===== config.mk =====
export PLATFORM = sky130hd
export DESIGN_NAME = compact_index_codec_flat
export DESIGN_NICKNAME = d
export VERILOG_FILES = /design/src/design/cic_pkg.sv /design/src/design/cic_cfg_if.sv /design/src/design/cic_in_if.sv /design/src/design/cic_out_if.sv /design/src/design/cic_front.sv /design/src/design/cic_queue.sv /design/src/design/cic_back.sv /design/src/design/compact_index_codec.sv /design/src/flat_wrapper.sv
export SDC_FILE = /design/constraint.sdc
export NUM_CORES = 1
export LEC_CHECK = 0
export BUFFER_PORTS_ARGS = -buffer_cell sky130_fd_sc_hd__buf_4
export CORE_MARGIN = 4
export CORE_UTILIZATION = 45
export CTS_BUF_LIST = sky130_fd_sc_hd__clkbuf_2
export DETAILED_ROUTE_END_ITERATION = 10
export GPL_ROUTABILITY_DRIVEN = 0
export PLACE_DENSITY_LB_ADDON = 0.05
export SETUP_SLACK_MARGIN = 0.2
export SLEW_MARGIN = 30
export SYNTH_ARGS = -nofsm -noshare
export SYNTH_HDL_FRONTEND = slang
export SYNTH_HIERARCHICAL = 1
export SYNTH_SLANG_ARGS = --single-unit

===== constraint.sdc =====
create_clock -name clk -period 8.51 [get_ports clk]
set_input_delay 1.702 -clock clk [delete_from_list [all_inputs] [get_ports clk]]
set_output_delay 1.702 -clock clk [all_outputs]
set_load 0.01 [all_outputs]

===== src/design/cic_pkg.sv =====
// ----------------------------------------------------------------------------
// Compact index codec package
// Types and constants shared by the front end, queue and back end.
// ----------------------------------------------------------------------------
package cic_pkg;

	localparam int MAG_W = 31;
	localparam int QUEUE_DEPTH = 2;

	localparam logic [MAG_W-1:0] MAG_MAX = 31'h7fffffff;
	localparam logic [MAG_W-1:0] LIM_ONE = 31'h0000003f;
	localparam logic [MAG_W-1:0] LIM_TWO = 31'h00001fff;
	localparam logic [MAG_W-1:0] LIM_THREE = 31'h000fffff;
	localparam logic [MAG_W-1:0] LIM_FOUR = 31'h07ffffff;

	typedef logic [2:0] pos_t;

	localparam pos_t POS_FIRST = 3'd0;
	localparam pos_t POS_SECOND = 3'd1;
	localparam pos_t POS_THIRD = 3'd2;
	localparam pos_t POS_FOURTH = 3'd3;
	localparam pos_t POS_FIFTH = 3'd4;

	typedef struct packed {
		logic             decode;
		logic             sign;
		logic [MAG_W-1:0] mag;
		pos_t             last_pos;
		logic [7:0]       code_byte;
	} cic_entry_t;

endpackage


===== src/design/cic_cfg_if.sv =====
// ----------------------------------------------------------------------------
// Compact index codec configuration channel
// Carries writes of the mode register.
// ----------------------------------------------------------------------------
interface cic_cfg_if;
	logic valid;
	logic ready;
	logic decode_mode;

	modport source (output valid, output decode_mode, input ready);
	modport sink (input valid, input decode_mode, output ready);
endinterface


===== src/design/cic_in_if.sv =====
// ----------------------------------------------------------------------------
// Compact index codec input channel
// Carries a value to encode or a byte to decode.
// ----------------------------------------------------------------------------
interface cic_in_if;
	logic               valid;
	logic               ready;
	logic signed [31:0] in_value;
	logic [7:0]         in_byte;

	modport source (output valid, output in_value, output in_byte, input ready);
	modport sink (input valid, input in_value, input in_byte, output ready);
endinterface


===== src/design/cic_out_if.sv =====
// ----------------------------------------------------------------------------
// Compact index codec output channel
// Carries an encoded byte or a decoded value.
// ----------------------------------------------------------------------------
interface cic_out_if;
	logic               valid;
	logic               ready;
	logic [7:0]         out_byte;
	logic               out_last;
	logic signed [31:0] out_value;

	modport source (output valid, output out_byte, output out_last, output out_value,
		input ready);
	modport sink (input valid, input out_byte, input out_last, input out_value,
		output ready);
endinterface


===== src/design/cic_front.sv =====
// ----------------------------------------------------------------------------
// Compact index codec front end
// Accepts input transactions and classifies them into queue entries.
// ----------------------------------------------------------------------------
module cic_front import cic_pkg::*; (
	input  logic       decode_mode,
	cic_in_if.sink     item,
	input  logic       q_full,
	output logic       push,
	output cic_entry_t entry
);

	logic        neg;
	logic [31:0] abs_val;
	logic [MAG_W-1:0] mag;
	pos_t        last_pos;

	always_comb begin
		neg = item.in_value[31];
		abs_val = neg ? 32'(-item.in_value) : 32'(item.in_value);
		mag = abs_val[31] ? MAG_MAX : abs_val[MAG_W-1:0];
		if (mag <= LIM_ONE) begin
			last_pos = POS_FIRST;
		end else if (mag <= LIM_TWO) begin
			last_pos = POS_SECOND;
		end else if (mag <= LIM_THREE) begin
			last_pos = POS_THIRD;
		end else if (mag <= LIM_FOUR) begin
			last_pos = POS_FOURTH;
		end else begin
			last_pos = POS_FIFTH;
		end
	end

	assign item.ready = !q_full;
	assign push = item.valid && !q_full;

	always_comb begin
		entry.decode = decode_mode;
		entry.sign = neg;
		entry.mag = mag;
		entry.last_pos = last_pos;
		entry.code_byte = item.in_byte;
	end

endmodule


===== src/design/cic_queue.sv =====
// ----------------------------------------------------------------------------
// Compact index codec queue
// Two-entry queue that decouples the front end from the back end.
// ----------------------------------------------------------------------------
module cic_queue import cic_pkg::*; (
	input  logic       clk,
	input  logic       arst_n,
	input  logic       push,
	input  cic_entry_t push_entry,
	input  logic       pop,
	output logic       full,
	output logic       head_valid,
	output cic_entry_t head
);

	localparam int PTR_W = $clog2(QUEUE_DEPTH);
	localparam int CNT_W = $clog2(QUEUE_DEPTH + 1);

	cic_entry_t       entries_q [QUEUE_DEPTH];
	logic [PTR_W-1:0] wr_ptr_q;
	logic [PTR_W-1:0] rd_ptr_q;
	logic [CNT_W-1:0] count_q;

	assign full = (count_q == CNT_W'(QUEUE_DEPTH));
	assign head_valid = (count_q != '0);
	assign head = entries_q[rd_ptr_q];

	always_ff @(posedge clk) begin
		if (push) begin
			entries_q[wr_ptr_q] <= push_entry;
		end
	end

	always_ff @(posedge clk or negedge arst_n) begin
		if (!arst_n) begin
			wr_ptr_q <= '0;
			rd_ptr_q <= '0;
			count_q <= '0;
		end else begin
			if (push) begin
				wr_ptr_q <= (wr_ptr_q == PTR_W'(QUEUE_DEPTH - 1)) ? '0 : wr_ptr_q + 1'b1;
			end
			if (pop) begin
				rd_ptr_q <= (rd_ptr_q == PTR_W'(QUEUE_DEPTH - 1)) ? '0 : rd_ptr_q + 1'b1;
			end
			if (push && !pop) begin
				count_q <= count_q + 1'b1;
			end else if (pop && !push) begin
				count_q <= count_q - 1'b1;
			end
		end
	end

endmodule


===== src/design/cic_back.sv =====
// ----------------------------------------------------------------------------
// Compact index codec back end
// Emits encoded bytes one per cycle while the output is ready, or accumulates bytes into values.
// ----------------------------------------------------------------------------
module cic_back import cic_pkg::*; (
	input  logic       clk,
	input  logic       arst_n,
	input  logic       clear,
	input  logic       head_valid,
	input  cic_entry_t head,
	output logic       pop,
	cic_out_if.source  result
);

	logic             out_valid_q;
	logic [7:0]       out_byte_q;
	logic             out_last_q;
	logic [31:0]      out_value_q;

	pos_t             enc_pos_q;
	pos_t             dec_pos_q;
	logic [MAG_W-1:0] acc_q;
	logic             sign_q;

	logic             load_ok;
	logic             enc_last;
	logic [7:0]       enc_byte;
	logic [7:0]       b;
	logic [MAG_W-1:0] new_acc;
	logic             new_sign;
	logic             done;
	logic [31:0]      dec_value;
	logic             emit;

	assign load_ok = !out_valid_q || result.ready;

	always_comb begin
		enc_last = (enc_pos_q == head.last_pos);
		case (enc_pos_q)
			POS_FIRST: enc_byte = {!enc_last, head.sign, head.mag[5:0]};
			POS_SECOND: enc_byte = {!enc_last, head.mag[12:6]};
			POS_THIRD: enc_byte = {!enc_last, head.mag[19:13]};
			POS_FOURTH: enc_byte = {!enc_last, head.mag[26:20]};
			default: enc_byte = {4'b0, head.mag[30:27]};
		endcase
	end

	always_comb begin
		b = head.code_byte;
		new_sign = sign_q;
		done = !b[7];
		case (dec_pos_q)
			POS_FIRST: begin
				new_sign = b[6];
				new_acc = {25'b0, b[5:0]};
			end
			POS_SECOND: new_acc = acc_q | {18'b0, b[6:0], 6'b0};
			POS_THIRD: new_acc = acc_q | {11'b0, b[6:0], 13'b0};
			POS_FOURTH: new_acc = acc_q | {4'b0, b[6:0], 20'b0};
			default: begin
				new_acc = acc_q | {b[3:0], 27'b0};
				done = 1'b1;
			end
		endcase
		dec_value = new_sign ? 32'(-{1'b0, new_acc}) : {1'b0, new_acc};
	end

	always_comb begin
		if (head.decode) begin
			emit = head_valid && load_ok && done;
			pop = head_valid && (load_ok || !done);
		end else begin
			emit = head_valid && load_ok;
			pop = head_valid && load_ok && enc_last;
		end
	end

	always_ff @(posedge clk) begin
		if (emit) begin
			out_byte_q <= head.decode ? 8'h00 : enc_byte;
			out_last_q <= head.decode ? 1'b0 : enc_last;
			out_value_q <= head.decode ? dec_value : 32'h0;
		end
	end

	always_ff @(posedge clk or negedge arst_n) begin
		if (!arst_n) begin
			out_valid_q <= 1'b0;
			enc_pos_q <= POS_FIRST;
			dec_pos_q <= POS_FIRST;
			acc_q <= '0;
			sign_q <= 1'b0;
		end else begin
			if (load_ok) begin
				out_valid_q <= emit;
			end
			if (head_valid && !head.decode && load_ok) begin
				enc_pos_q <= enc_last ? POS_FIRST : enc_pos_q + 1'b1;
			end
			if (clear) begin
				dec_pos_q <= POS_FIRST;
				acc_q <= '0;
				sign_q <= 1'b0;
			end else if (head.decode && pop) begin
				if (done) begin
					dec_pos_q <= POS_FIRST;
					acc_q <= '0;
					sign_q <= 1'b0;
				end else begin
					dec_pos_q <= dec_pos_q + 1'b1;
					acc_q <= new_acc;
					sign_q <= new_sign;
				end
			end
		end
	end

	assign result.valid = out_valid_q;
	assign result.out_byte = out_byte_q;
	assign result.out_last = out_last_q;
	assign result.out_value = out_value_q;

endmodule


===== src/design/compact_index_codec.sv =====
// Decode mode takes one byte per cycle; a value appears when its last byte arrives.
// Only a last byte waits while the output is stalled; the others are still taken.
// Encode mode sends one byte per cycle while the output is ready, 1 to 5 per value.
// The two-entry queue lets the front end take items while the back end emits bytes.
// Reset is asynchronous and active low; it selects encode mode and clears all state but the data registers.
// ----------------------------------------------------------------------------
// Compact index codec
// Encodes signed values into compact index bytes or decodes them back.
// ----------------------------------------------------------------------------
module compact_index_codec import cic_pkg::*; (
	input  logic       clk,
	input  logic       arst_n,
	cic_cfg_if.sink    cfg,
	cic_in_if.sink     item,
	cic_out_if.source  result
);

	logic       mode_q;
	logic       cfg_write;
	logic       push;
	logic       pop;
	logic       q_full;
	logic       head_valid;
	cic_entry_t push_entry;
	cic_entry_t head;

	assign cfg.ready = 1'b1;
	assign cfg_write = cfg.valid;

	always_ff @(posedge clk or negedge arst_n) begin
		if (!arst_n) begin
			mode_q <= 1'b0;
		end else if (cfg_write) begin
			mode_q <= cfg.decode_mode;
		end
	end

	cic_front u_front (
		.decode_mode (mode_q),
		.item        (item),
		.q_full      (q_full),
		.push        (push),
		.entry       (push_entry)
	);

	cic_queue u_queue (
		.clk        (clk),
		.arst_n     (arst_n),
		.push       (push),
		.push_entry (push_entry),
		.pop        (pop),
		.full       (q_full),
		.head_valid (head_valid),
		.head       (head)
	);

	cic_back u_back (
		.clk        (clk),
		.arst_n     (arst_n),
		.clear      (cfg_write),
		.head_valid (head_valid),
		.head       (head),
		.pop        (pop),
		.result     (result)
	);

endmodule


===== src/flat_wrapper.sv =====
// flat-port wrapper written by rule: the top's interface ports become plain ports
module compact_index_codec_flat import cic_pkg::*;
  (clk, arst_n, cfg_valid, cfg_decode_mode, cfg_ready, item_valid, item_in_value, item_in_byte, item_ready, result_valid, result_out_byte, result_out_last, result_out_value, result_ready);
  cic_cfg_if cfg_i ();
  cic_in_if item_i ();
  cic_out_if result_i ();
  input  logic clk;
  input  logic arst_n;
  input wire logic [$bits(cfg_i.valid)-1:0] cfg_valid;
  input wire logic [$bits(cfg_i.decode_mode)-1:0] cfg_decode_mode;
  output wire logic [$bits(cfg_i.ready)-1:0] cfg_ready;
  input wire logic [$bits(item_i.valid)-1:0] item_valid;
  input wire logic [$bits(item_i.in_value)-1:0] item_in_value;
  input wire logic [$bits(item_i.in_byte)-1:0] item_in_byte;
  output wire logic [$bits(item_i.ready)-1:0] item_ready;
  output wire logic [$bits(result_i.valid)-1:0] result_valid;
  output wire logic [$bits(result_i.out_byte)-1:0] result_out_byte;
  output wire logic [$bits(result_i.out_last)-1:0] result_out_last;
  output wire logic [$bits(result_i.out_value)-1:0] result_out_value;
  input wire logic [$bits(result_i.ready)-1:0] result_ready;
  assign cfg_i.valid = cfg_valid;
  assign cfg_i.decode_mode = cfg_decode_mode;
  assign cfg_ready = cfg_i.ready;
  assign item_i.valid = item_valid;
  assign item_i.in_value = item_in_value;
  assign item_i.in_byte = item_in_byte;
  assign item_ready = item_i.ready;
  assign result_valid = result_i.valid;
  assign result_out_byte = result_i.out_byte;
  assign result_out_last = result_i.out_last;
  assign result_out_value = result_i.out_value;
  assign result_i.ready = result_ready;
  compact_index_codec u_core (.clk(clk), .arst_n(arst_n), .cfg(cfg_i), .item(item_i), .result(result_i));
endmodule

==> out/metrics.csv <==
metric;value;unit
firstDrtPassIters;6;
htree_num_levels;4;
cp.required;9.08;ns
rsz0062_at_grt;false;
finalNetCount;986;
ant_nets;0;
pin_count;90;
ys_top_cells_by_area;edfxtp_1 39%, dfrtp_1 11%, mux2_4 6.1%, nand2_1 3.7%, xor2_1 2.8%;
cp_slowest_cell;nor4_2;
grt_pass1_wl;36.6;mm
wl_per_cell;18.9;um
crit_path_start;item_in_value[3];
yosysWarnings;6;
power_density;306;mW/mm2
crit_chain;buf_4 > or4_1 > nor4_2 > nand4_1 > buf_4 > nand2_1 > nor3_1 > or4_1 > a31oi_1;
syn_nets;931;
grt_overflow;0;
max_freq;0.249;GHz
hpwl;15.8;mm
maxCapViolCount;0;
yosysTopAreaCell;edfxtp_1;
fin_total_pwr;3300;uW
cts_resized;0;
fin_setup_tns;0;ns
hp-start;u_core/mode_q$_DFFE_PN0P_;
cp_slowest_stage_delay;0.79;ns
synth_edf_count;129;
crit_fanout;32;
grt_pass1_vias;6704;
nFillCells;1912;
syn_avg_cell_area;11.3;um2
hold_class;reg2reg;
cts_root_buffer;clkbuf_2;
syn2layout_area_growth;9.51;%
reg2reg_from;u_core/u_back/dec_pos_q[0]$_DFFE_PN0P_;
drive_gt1_share;22.9;%
postCtsHoldBufs;0;
cp-start-kind;input port;
grt_start_max_net_pins;54;
tightest_slew;0.924;ns
clk_pin_slew;0.26;ns
drc;0;
synth.distinct_cells;78;
hold_viol_final;0;
netlist_area;0.00986;mm2
utilization;50.7;%
post_dp_cell_area;0.0106;mm2
leakagePower;0.00439;uW
drv_slew;0;
fin_crit_sh;47.1;%
post-route-cell-area;0.0108;mm2
antenna_found_initial;1;
clock_latency;0.74;ns
cts.path.max_buffers;2;
grt.total_usage;18.9;%
yosysTopAreaCellShare;39.3;%
numCtsBuffers;17;
fin_skew;0.0293;ns
dpl.cell_count;1182;
relSlewSlack;37.9;%
synth-async-reset-ratio;25.4;%
finalSetupViolations;0;
critPathKind;in2reg;
die_w;156;um
ys_seq_area_share;50.5;%
status;finished, final reports clean;
cp.arrival;4.57;ns
fp-row-count;53;
die_h;156;um
vias;7156;
regArea;0.00498;mm2
post_cts.repair.setup_buffers;0;
initial_core_util;46.3;%
cts_tree;done;
portBuffers;88;
viasPerCell;5.89;
first_iter_violations;593;
coreArea;0.0213;mm2
clock-sinks;173;
die_area;0.0243;mm2
ys_seq_elements;173;
wl;23.0;mm
vdd_drop_max;0.309;mV
end_kind;register;
multi_input_area;0.00444;mm2
min_period;4.01;ns
synthFlopType;edfxtp_1;
finalNonFillerCells;1214;
syn_inst;871;
per-layer routing:
| layer | wire, um | share of wire (%) | up-vias | track usage [%] |
|---|---|---|---|---|
| li1 | - | - | 3397 | - |
| met1 | 11200 | 49 | 3481 | 29.2 |
| met2 | 9960 | 43 | 256 | 27.3 |
| met3 | 1550 | 6.7 | 22 | 3.74 |
| met4 | 250 | 1.1 | 0 | 4.67 |
| met5 | 0 | 0 | - | 0 |
cells in the final DEF (no fill, tap or decap), drive strengths merged, types with 26 or more instances in the layout:
cell	Yosys	routed
edfxtp	129	129
buf	28	99
nand2	98	98
mux2	47	47
nor2	45	45
dfrtp	44	44
o21ai	34	34
xor2	32	32
o31ai	30	30
nand3	29	29
a22o	27	27
inv	20	26
Yosys cell counts (all sizes together), types with 8 or more instances:
library cell and count:
a31oi 11, a41oi 8, xnor2 15, or3 12, a21oi 18, or2 10
nand2 98, mux2i 8, or4 13, nor4 13, mux2 47, nand4 12
edfxtp 129, o31ai 30, o21ai 34, inv 20, nor2b 8, a22o 27
nand3 29, ha 14, nor3 25, xor2 32, nor2 45, nand3b 17
clkbuf 35, and2 14, dfrtp 44, buf 28
flip-flops by register name, summed over array words and instances, names as in the netlist:
name / cells
u_core/mode_q: 1
u_core/u_back/enc_pos_q: 3
u_core/u_back/result.out_last: 1
u_core/u_back/result.out_value: 32
u_core/u_back/dec_pos_q: 3
u_core/u_queue/entries_q: 88
u_core/u_queue/wr_ptr_q: 1
u_core/u_back/sign_q: 1
u_core/u_queue/rd_ptr_q: 1
u_core/u_queue/count_q: 2
u_core/u_back/acc_q: 31
u_core/u_back/result.valid: 1
u_core/u_back/result.out_byte: 8
critical path, delay by kind of cell:
kind	cells	cell delay, ns
buf+inv	2	0.42
compound gates	1	0.23
simple gates	6	2.21
stage by stage:
stage | setup WS [ns] | hold slack, ns
detailed placement | 3.86 | 0.464
global route | 4.41 | 0.524
CTS | 4.62 | 0.504
floorplan | 4.11 | 0.447
global placement | 3.98 | 0.456
finish | 4.50 | 0.515
where the power goes:
group / switching [uW] / leakage, uW / internal (uW)
Combinational: 922 / 0.00244 / 647
Sequential: 84.5 / 0.00182 / 1230
Clock: 302 / 0.000127 / 110
Total: 1310 / 0.00439 / 1990
cell families (layout without fill, tap and decap cells):
logic type      after synthesis  after routing  synth area share, %
buf+inv                      83            150                 4.75
other cells                   1              2               0.0380
xor+xnor                     47             47                 4.18
mux                          55             55                 7.70
flops                       173            173                 50.5
fa+ha+maj                    14             14                 1.78
simple gates                318            318                 17.4
compound gates              180            180                 13.7
worst paths after layout:
| check | endpoint | slack [ns] | cells after the start |
|---|---|---|---|
| worst max-delay path | u_core/u_queue/entries_q[1][8]$_DFFE_PP_ | 4.50 | 9 |
| worst min-delay path | u_core/u_queue/entries_q[1][43]$_DFFE_PP_ | 0.52 | 0 |
| worst max register to register | u_core/u_back/result.out_value[16]$_SDFFCE_PN0P_ | 4.72 | 11 |
| worst min register to register | u_core/u_queue/entries_q[1][43]$_DFFE_PP_ | 0.52 | 0 |
| max in group asynchronous | u_core/u_queue/rd_ptr_q$_DFFE_PN0P_ | 7.15 | 1 |
| min in group asynchronous | u_core/u_back/acc_q[8]$_DFFE_PN0P_ | 0.93 | 1 |
area by class of cell:
cell class                      instances  share of cell area [%]
Sequential cell                       173                    46.1
Multi-Input combinational cell        615                    41.1
Timing Repair Buffer                   99                    6.88
Tap cell                              275                    3.19
Clock inverter                         14                    1.22
Clock buffer                           17                   0.788
Inverter                               20                   0.695
Antenna cell                            1                  0.0232
Power figures use the tool's default switching activity.
